==> config.mk <==
export PLATFORM = sky130hd
export DESIGN_NAME = rational_arithmetic_unit
export DESIGN_NICKNAME = d
export VERILOG_FILES = /design/src/rtl/rau_pkg.sv /design/src/rtl/rational_arithmetic_unit.sv
export SDC_FILE = /design/constraint.sdc
export NUM_CORES = 2
export LEC_CHECK = 0
export BUFFER_PORTS_ARGS = -buffer_cell sky130_fd_sc_hd__buf_4
export CAP_MARGIN = 20
export CELL_PAD_IN_SITES_DETAIL_PLACEMENT = 1
export CELL_PAD_IN_SITES_GLOBAL_PLACEMENT = 2
export CORE_MARGIN = 4
export CORE_UTILIZATION = 37
export CTS_BUF_LIST = sky130_fd_sc_hd__clkbuf_16
export DETAILED_ROUTE_END_ITERATION = 8
export PLACE_DENSITY_LB_ADDON = 0.25
export SKIP_LAST_GASP = 1
export SLEW_MARGIN = 20
export SYNTH_ARGS = -nofsm -noshare
export SYNTH_HDL_FRONTEND = slang
export SYNTH_SLANG_ARGS = --single-unit
==> constraint.sdc <==
create_clock -name clk -period 12.75 [get_ports clk]
set_input_delay 0 -clock clk [delete_from_list [all_inputs] [get_ports clk]]
set_output_delay 0 -clock clk [all_outputs]
set_load 0.01 [all_outputs]
==> src/rtl/rau_pkg.sv <==
// Package for the rational arithmetic unit: opcodes, field widths and sequencer codes.
package rau_pkg;
  localparam logic [2:0] OP_ADD = 3'd0;
  localparam logic [2:0] OP_SUB = 3'd1;
  localparam logic [2:0] OP_MUL = 3'd2;
  localparam logic [2:0] OP_DIV = 3'd3;
  localparam logic [2:0] OP_CMP = 3'd4;

  localparam int NUM_W = 61;
  localparam int DEN_W = 60;
  localparam int ACC_W = 62;
  localparam int CNT_W = 6;

  localparam logic [3:0] ST_IDLE = 4'd0;
  localparam logic [3:0] ST_MUL  = 4'd1;
  localparam logic [3:0] ST_COMB = 4'd2;
  localparam logic [3:0] ST_GCD  = 4'd3;
  localparam logic [3:0] ST_DIVN = 4'd4;
  localparam logic [3:0] ST_DIVD = 4'd5;
  localparam logic [3:0] ST_OUT  = 4'd6;
endpackage

==> src/rtl/rational_arithmetic_unit.sv <==
// Top level of the rational arithmetic unit: shared shift/add/subtract datapath under a sequencer.
//
//  channel | dir | tdata fields (low bit first)                         | tuser
//  in_     | in  | a_neg, a_num, a_den, b_neg, b_num, b_den             | kind
//  out_    | out | res_neg, res_num, res_den, greater, equal, less, error | -
//
//  Each item runs four shift-add products, a combine step, the binary gcd and the two
//  divisions by the gcd; one shared 62-bit adder/subtractor serves all of these, with
//  separate subtractors for some combine and gcd cases.
//  rst_n is synchronous and active low; it clears the sequencer and out_tvalid.
//  in_tready is high only in the idle state; a stalled result holds the unit.
module rational_arithmetic_unit import rau_pkg::*; #(
  parameter int MAG_BITS = 30
) (
  input  logic          clk,
  input  logic          rst_n,
  input  logic          in_tvalid,
  output logic          in_tready,
  // a_neg, a_num, a_den, b_neg, b_num, b_den
  input  logic [4*MAG_BITS+1+((8-((4*MAG_BITS+2)%8))%8):0] in_tdata,
  // kind
  input  logic [2:0]    in_tuser,
  output logic          out_tvalid,
  input  logic          out_tready,
  // res_neg, res_num, res_den, greater, equal, less, error
  output logic [127:0]  out_tdata
);
  localparam int M = MAG_BITS;
  localparam int MC_W = $clog2(M+1);
  localparam logic [CNT_W:0] DC_END = (CNT_W+1)'(ACC_W);

  logic [3:0] st_r, st_nxt;
  logic [2:0] kind_r;
  logic       an_r, bn_r;
  logic [M-1:0] ap_r, aq_r, bp_r, bq_r;
  // multiplier state
  logic [1:0] mi_r;
  logic [MC_W-1:0] mc_r;
  logic [ACC_W-1:0] acc_r, xa_r, xb_r, dd_r, nm_r;
  logic [M-1:0] mpl_r;
  logic [ACC_W-1:0] mcd_r;
  // gcd state
  logic [ACC_W-1:0] gu_r, gv_r;
  logic [CNT_W:0] gk_r;
  // divider state
  logic [ACC_W-1:0] q_r, rem_r;
  logic [CNT_W:0] dc_r;
  logic [ACC_W-1:0] g_r;
  // result
  logic neg_r, gt_r, eq_r, lt_r, err_r;
  logic [NUM_W-1:0] rn_r;
  logic [DEN_W-1:0] rd_r;

  // shared adder
  logic [ACC_W-1:0] add_a, add_b, add_s;
  logic add_sub;
  logic [ACC_W:0] add_full;
  always_comb begin
    add_full = add_sub ? ({1'b0, add_a} + {1'b0, ~add_b} + {{ACC_W{1'b0}}, 1'b1})
                       : ({1'b0, add_a} + {1'b0, add_b});
    add_s = add_full[ACC_W-1:0];
  end
  // for subtract, carry out set means a >= b
  logic add_ge;
  assign add_ge = add_full[ACC_W];

  logic [M-1:0] in_ap, in_aq, in_bp, in_bq;
  assign in_ap = in_tdata[M:1];
  assign in_aq = in_tdata[2*M:M+1];
  assign in_bp = in_tdata[3*M+1:2*M+2];
  assign in_bq = in_tdata[4*M+1:3*M+2];

  logic in_err;
  assign in_err = (in_tuser <= OP_CMP) && (in_aq == '0 || in_bq == '0 ||
                  (in_tuser == OP_DIV && in_bp == '0));

  assign in_tready = (st_r == ST_IDLE);
  assign out_tvalid = (st_r == ST_OUT);

  // signs, seen once products are ready
  logic sa, sb, sbe;
  assign sa = an_r && ap_r != '0;
  assign sb = bn_r && bp_r != '0;
  assign sbe = (kind_r == OP_SUB) ? (bp_r != '0 && !sb) : sb;

  always_comb begin
    add_a = acc_r;
    add_b = mcd_r;
    add_sub = 1'b0;
    case (st_r)
      ST_MUL: begin
        add_a = acc_r; add_b = mcd_r; add_sub = 1'b0;
      end
      ST_COMB: begin
        add_a = xa_r; add_b = xb_r;
        add_sub = !((kind_r == OP_ADD || kind_r == OP_SUB) && sa == sbe);
      end
      ST_GCD: begin
        add_a = gu_r; add_b = gv_r; add_sub = 1'b1;
      end
      ST_DIVN, ST_DIVD: begin
        add_a = {rem_r[ACC_W-2:0], q_r[ACC_W-1]}; add_b = g_r; add_sub = 1'b1;
      end
      default: begin
        add_a = acc_r; add_b = mcd_r; add_sub = 1'b0;
      end
    endcase
  end

  // operands of the first three products: 0 xa=ap*bq, 1 xb=bp*aq, 2 nm=ap*bp (zero unless multiply)
  function automatic logic [2*M-1:0] sel_ops(input logic [1:0] i, input logic [2:0] k,
      input logic [M-1:0] ap, aq, bp, bq);
    logic [2*M-1:0] r;
    r = {ap, bq};
    case (i)
      2'd0: r = {ap, bq};
      2'd1: r = {bp, aq};
      2'd2: r = (k == OP_MUL) ? {ap, bp} : '0;
      default: r = {ap, bq};
    endcase
    return r;
  endfunction

  logic [2*M-1:0] ops;
  logic [M-1:0] dmul_a, dmul_b;
  always_comb begin
    ops = sel_ops(mi_r, kind_r, ap_r, aq_r, bp_r, bq_r);
    dmul_a = aq_r;
    dmul_b = (kind_r == OP_DIV) ? bp_r : bq_r;
  end

  logic gu_odd, gv_odd;
  assign gu_odd = gu_r[0];
  assign gv_odd = gv_r[0];

  function automatic logic [ACC_W-1:0] add_comb_mag();
    logic [ACC_W-1:0] r;
    if (sa == sbe) r = add_s;
    else if (add_ge && xa_r != xb_r) r = add_s;
    else r = xb_r - xa_r;
    return r;
  endfunction

  always_comb begin
    st_nxt = st_r;
    case (st_r)
      ST_IDLE: if (in_tvalid) st_nxt = ST_MUL;
      ST_MUL: if (mi_r == 2'd3 && mc_r == MC_W'(M)) st_nxt = ST_COMB;
      ST_COMB: st_nxt = ST_GCD;
      ST_GCD: if (gv_r == '0 || gu_r == '0) st_nxt = ST_DIVN;
      ST_DIVN: if (dc_r == DC_END) st_nxt = ST_DIVD;
      ST_DIVD: if (dc_r == DC_END) st_nxt = ST_OUT;
      ST_OUT: if (out_tready) st_nxt = ST_IDLE;
      default: st_nxt = ST_IDLE;
    endcase
  end

  always_ff @(posedge clk) begin
    if (!rst_n) begin
      st_r <= ST_IDLE;
    end else begin
      st_r <= st_nxt;
    end
  end

  always_ff @(posedge clk) begin
    case (st_r)
      ST_IDLE: begin
        kind_r <= in_tuser;
        an_r <= in_tdata[0];
        bn_r <= in_tdata[2*M+1];
        ap_r <= in_ap; aq_r <= in_aq; bp_r <= in_bp; bq_r <= in_bq;
        err_r <= in_err;
        mi_r <= 2'd0; mc_r <= '0; acc_r <= '0;
        gt_r <= 1'b0; eq_r <= 1'b0; lt_r <= 1'b0;
      end
      ST_MUL: begin
        // shift-add: multiplier bit LSB first, multiplicand shifted left
        if (mc_r == '0) begin
          if (mi_r == 2'd3) begin
            mcd_r <= ACC_W'(dmul_a);
            mpl_r <= dmul_b;
          end else begin
            mcd_r <= ACC_W'(ops[2*M-1:M]);
            mpl_r <= ops[M-1:0];
          end
          acc_r <= '0;
          mc_r <= mc_r + 1'b1;
        end else if (mc_r == MC_W'(M)) begin
          case (mi_r)
            2'd0: xa_r <= (mpl_r[0] ? add_s : acc_r);
            2'd1: xb_r <= (mpl_r[0] ? add_s : acc_r);
            2'd2: nm_r <= (mpl_r[0] ? add_s : acc_r);
            default: dd_r <= (mpl_r[0] ? add_s : acc_r);
          endcase
          mi_r <= mi_r + 1'b1;
          mc_r <= '0;
        end else begin
          acc_r <= mpl_r[0] ? add_s : acc_r;
          mpl_r <= mpl_r >> 1;
          mcd_r <= mcd_r << 1;
          mc_r <= mc_r + 1'b1;
        end
      end
      ST_COMB: begin
        case (kind_r)
          OP_ADD, OP_SUB: begin
            if (sa == sbe) begin
              nm_r <= add_s; neg_r <= sa;
            end else if (add_ge && xa_r != xb_r) begin
              nm_r <= add_s; neg_r <= sa;
            end else begin
              nm_r <= xb_r - xa_r; neg_r <= sbe;
            end
          end
          OP_MUL: neg_r <= an_r != bn_r;
          OP_DIV: begin
            nm_r <= xa_r; neg_r <= an_r != bn_r;
          end
          OP_CMP: begin
            nm_r <= '0;
            neg_r <= 1'b0;
            if (!err_r) begin
              if (sa != sb) begin
                gt_r <= sb; lt_r <= sa;
              end else if (xa_r == xb_r) begin
                eq_r <= 1'b1;
              end else begin
                gt_r <= add_ge != sa; lt_r <= !(add_ge != sa);
              end
            end
          end
          default: begin
            nm_r <= '0;
            neg_r <= 1'b0;
          end
        endcase
        gk_r <= '0;
      end
      ST_GCD: begin
        if (gv_r != '0 && gu_r != '0) begin
          if (!gu_odd && !gv_odd) begin
            gu_r <= gu_r >> 1; gv_r <= gv_r >> 1; gk_r <= gk_r + 1'b1;
          end else if (!gu_odd) begin
            gu_r <= gu_r >> 1;
          end else if (!gv_odd) begin
            gv_r <= gv_r >> 1;
          end else if (add_ge) begin
            gu_r <= gv_r; gv_r <= add_s >> 1;
          end else begin
            gv_r <= (gv_r - gu_r) >> 1;
          end
        end else begin
          // a zero numerator needs no reduction: divide by one
          g_r <= (gu_r == '0) ? ACC_W'(1) : (gu_r << gk_r);
          q_r <= nm_r; rem_r <= '0; dc_r <= '0;
        end
      end
      ST_DIVN, ST_DIVD: begin
        if (dc_r == DC_END) begin
          if (st_r == ST_DIVN) begin
            rn_r <= q_r[NUM_W-1:0];
            q_r <= dd_r; rem_r <= '0; dc_r <= '0;
          end else begin
            rd_r <= q_r[DEN_W-1:0];
          end
        end else begin
          q_r <= {q_r[ACC_W-2:0], add_ge};
          rem_r <= add_ge ? add_s : add_a;
          dc_r <= dc_r + 1'b1;
        end
      end
      default: begin
      end
    endcase
    // load gcd operands at end of combine
    if (st_r == ST_COMB) begin
      gu_r <= ((kind_r == OP_ADD || kind_r == OP_SUB) ? add_comb_mag()
               : (kind_r == OP_DIV ? xa_r : nm_r));
      gv_r <= dd_r;
    end
  end

  // output formatting
  logic zero_res, arith;
  logic o_neg;
  logic [NUM_W-1:0] o_num;
  logic [DEN_W-1:0] o_den;
  always_comb begin
    arith = kind_r <= OP_DIV;
    zero_res = (rn_r == '0);
    o_neg = 1'b0; o_num = '0; o_den = DEN_W'(1);
    if (err_r) begin
      o_den = '0;
    end else if (kind_r == OP_CMP) begin
      o_den = '0;
    end else if (arith && !zero_res) begin
      o_neg = neg_r; o_num = rn_r; o_den = rd_r;
    end
  end
  assign out_tdata = {{(128-NUM_W-DEN_W-5){1'b0}}, err_r, lt_r, eq_r, gt_r, o_den, o_num, o_neg};

`ifndef SYNTHESIS
  a_ready_idle: assert property (@(posedge clk) disable iff (!rst_n)
    in_tready |-> !out_tvalid) else $error("ready while result pending");
  a_one_flag: assert property (@(posedge clk) disable iff (!rst_n)
    out_tvalid |-> $countones({gt_r, eq_r, lt_r}) <= 1) else $error("several compare flags");
  a_hold: assert property (@(posedge clk) disable iff (!rst_n)
    out_tvalid && !out_tready |=> out_tvalid && $stable(out_tdata))
    else $error("result dropped");
`endif
endmodule

==> results.md <==
* Root buffer cell: clkbuf_16
* RSZ-0062 raised after global routing: false
* Vias in the first global route at 63277
* Total GRT Usage at 0.326
* Worst path slowest cell: a31oi_4
* Critical Path Start: st_r[2]
* Antenna-violating nets left at 0
* Mean Syn Cell Area at 9.41 µm²
* Post-synth ARST share at 0
* Busiest layer in global routing: met2
* Largest family of logic cells by synthesized area: compound AO/OA/AOI/OAI gates
* Initial Util at 0.372
* Mux cell area share after synthesis at 0.0809
* Nets at 7959
* Top-area cell type share of the netlist area at 0.433
* Max-slew violation count at 0
* Final wirelength at between 300 and 400 mm
* Met2 Use GR at 0.545
* Final worst setup slack at 4.03 ns
* Ys flop type: edfxtp_1
* Area leader, netlist: edfxtp_1
* Gpl congestion at ~0.97
* Final Hold Vio Count at 0
* Post-synth top cells: 983 x edfxtp_1, 901 x nand2_1, 610 x nor2_1
* Final period utilization at 0.684
* Layout fillers at approximately 21000
* Tmin final at approximately 8.7 ns
* CP top delay family: compound AO/OA/AOI/OAI gates
* DIE AREA at 0.191 mm²
* Worst-path clk slew at ~0.07 ns
* CTS buffer count at 120
* Post-synth EDFFs at 983
* Row cnt at roughly 160
* Max incr delay on CP at 0.85 ns
* Slew HR at 0.143
* Largest net degree at the start of global routing at 144
* DPL Wire Length at 239 mm
* Final setup vio count at 0
* Layout cells sized above 1 at 0.106
* Core ar. at around 0.18 mm²
* Vias/cell at 6.06
* Largest cells by area after synthesis: edfxtp_1 43%, nand2_1 5.0%, mux2i_1 4.8%, ha_1 4.7%, a21oi_1 3.9%
* Count of input and output buffers at 256
* CP Cell Sequence: buf_4 > nor2b_4 > buf_4 > or2_1 > a21oi_1 > ha_1 > inv_1 > a21oi_1 > a21oi_1 > o41ai_1 > o21a_1 > a2bb2oi_1 > o22ai_1 > nor2_1 > o41ai_1 > buf_4 > a31oi_4 > buf_4 > mux2_1 > a21oi_1 > a22oi_1
* Arrival time worst endpoint at 9.23 ns
* Die height at 437 µm
* Clock skew at 0.0325 ns
* Post-synthesis compound-gate area fraction at 0.202
* DP Worst Slack at 4.35 ns
* Hold Path Origin: rst_n
* YS warnings at 0
* H-Tree Level Count at 3
* Post-Synthesis Cells at 7249
* CP Class: register to register
* Xor/xnor share of the synthesized area at 0.0342
* Met1 Usage GRT at 0.383
* Cell Area, Synth at approximately 0.068 mm²
* WP buf/inv at 5
* Max FO, Critical Path at 46
* Max Root-Sink Buffers at 3
* First-pass GRT wire length at 455 mm
* Pwr dens at 292 mW/mm²
* Hold_ws at approximately 0.087 ns
* Peak supply drop at 0.000280 V
* R2r startpoint: st_r[2]
* Total negative slack at 0 ns
* Max Clock Freq at approximately 110 MHz
* Clock sink count at about 1000
* Synth Area in Simple Gates at 0.152
* CP endpoint kind: register
* Area Overhead vs Synth at 15.9%
* Leakage at 30.5 nW
* CP startpoint kind: register
* Pre-Repair DR Iteration Count at 6
* Adder-cell share of the synthesized area at 0.0481
* Die W at 437 µm
* Outcome: finished, final reports clean
* Vias at 61448
* Worst hold path type: input pin to register
* # DRC at 0
* Synth Register Bits at 986
* Max-cap violations at 0
* Most common cell in the synthesized netlist: edfxtp_1
* Clk_lat worst skew at 0.80 ns
* First DRT Iteration DRCs at 5302
* Global route overflow at 0
* Tightest Pin Transition at 1.27 ns
* Initial antenna violation count at 12
* Top Ports at between 200 and 300
* M3 GR Usage at 0.0409
* Worst Path Required at 13.26 ns
* Register area share after synthesis at 0.434
* TritonCTS clock tree: built
* Post-CTS Setup Repair Bufs at 0
* Synth unique cells at 106
* Drt wl/cell at 31.8 µm
-- area by class of cell --
type,instances,area [µm²],share of cell area
Clock buffer,123,3080,0.0389
Tap cell,2464,3080,0.0390
Sequential cell,986,29600,0.374
Antenna cell,6,15.0,0.000190
Inverter,371,1410,0.0178
Timing Repair Buffer,663,5660,0.0716
Clock inverter,99,718,0.00908
Multi-Input combinational cell,5422,35500,0.449
-- power by group --
group / switching, mW / internal [mW]
logic: 9.73 / 4.40
clock network: 1.54 / 1.88
registers: 0.731 / 4.82
-- layer usage --
layer	share of wire	vias up
li1	-	27362
met2	0.47	2177
met3	0.049	732
met4	0.091	2
met5	0.000044	-
met1	0.39	31175
-- what timing repair did --
action | 4_1_cts | 5_1_grt
hold buffers | 253 | 0
gates resized for setup | 0 | 0
hold endpoints to repair | 129 | 0
-- through the flow --
step | cells | power, mW | utilization | area, µm²
detailed placement | 9653 | 19.5 | 0.397 | 72700
global route | 10129 | 24.2 | 0.431 | 79000
finish | 10134 | 23.1 | 0.431 | 79100
global placement | 9653 | 19.2 | 0.397 | 72700
CTS | 10128 | 23.0 | 0.431 | 79000
floorplan | 7250 | 13.7 | - | 68200
-- state kept, by name (all words and copies together) (netlist names), 2 cells and up --
signal	count
q_r	62
mc_r	5
st_r	3
bp_r	30
aq_r	30
rem_r	61
bq_r	30
gv_r	62
rn_r	61
xa_r	62
acc_r	62
ap_r	30
rd_r	60
xb_r	62
kind_r	3
mi_r	2
mpl_r	30
nm_r	62
dd_r	62
dc_r	7
g_r	62
gu_r	62
mcd_r	62
gk_r	7
-- path summary, 6_finish.rpt --
path / end / slack [ns] / depth (start not counted)
worst min-delay path: st_r[1] / 0.09 / 3
worst max register to register: gu_r[34] / 4.03 / 21
worst min register to register: rn_r[16] / 0.48 / 0
worst max-delay path: gu_r[34] / 4.03 / 21
-- worst reg2reg max path, stage by stage, from the launching register on --
cell and delay (ns):
dfxtp_4 0.70, buf_4 0.65, nor2b_4 0.41, buf_4 0.34
or2_1 0.58, a21oi_1 0.29, ha_1 0.49, inv_1 0.09
a21oi_1 0.26, a21oi_1 0.12, o41ai_1 0.52, o21a_1 0.21
a2bb2oi_1 0.62, o22ai_1 0.38, nor2_1 0.18, o41ai_1 0.09
buf_4 0.22, a31oi_4 0.87, buf_4 0.65, mux2_1 0.43
a21oi_1 0.23, a22oi_1 0.13
-- cell families (layout without fill, tap and decap cells) --
kind of cell / Yosys count / after routing
AOI/OAI and AO/OA: 2139 / 2139
DFF: 986 / 986
adders and majority gates: 260 / 260
xor gates and xnor gates: 266 / 266
other: 1 / 8
buffers and inverters: 842 / 1256
muxes: 479 / 479
and+or+nand+nor: 2276 / 2276
-- placed cells by master, fill, tap and decap left out, types with 21 or more instances in the layout --
cell type,Yosys,layout
or3_1,34,34
or2_2,21,21
o211ai_1,136,136
o21bai_1,54,54
nor2_1,610,606
nor4_1,108,105
xnor2_1,174,173
o31ai_1,41,40
nand2_1,901,896
nand4_1,57,57
and2_1,181,176
nor2b_1,71,70
a21oi_1,526,526
a21o_1,184,184
mux2i_1,325,325
nand2b_1,37,34
mux2_1,21,21
a31oi_1,90,90
o22ai_1,29,29
clkinv_1,4,37
o21ai_0,482,477
inv_1,364,378
o21a_1,30,30
xor2_1,92,92
a211oi_1,177,174
nand3_1,73,71
dlygate4sd3_1,0,253
mux2_2,86,86
clkbuf_16,0,123
and3_1,47,46
edfxtp_1,983,983
a22oi_1,119,119
mux4_2,47,47
ha_1,256,254
o21ai_1,24,27
buf_4,17,406
nor3_1,82,80
(Power assumes the default switching activity.)
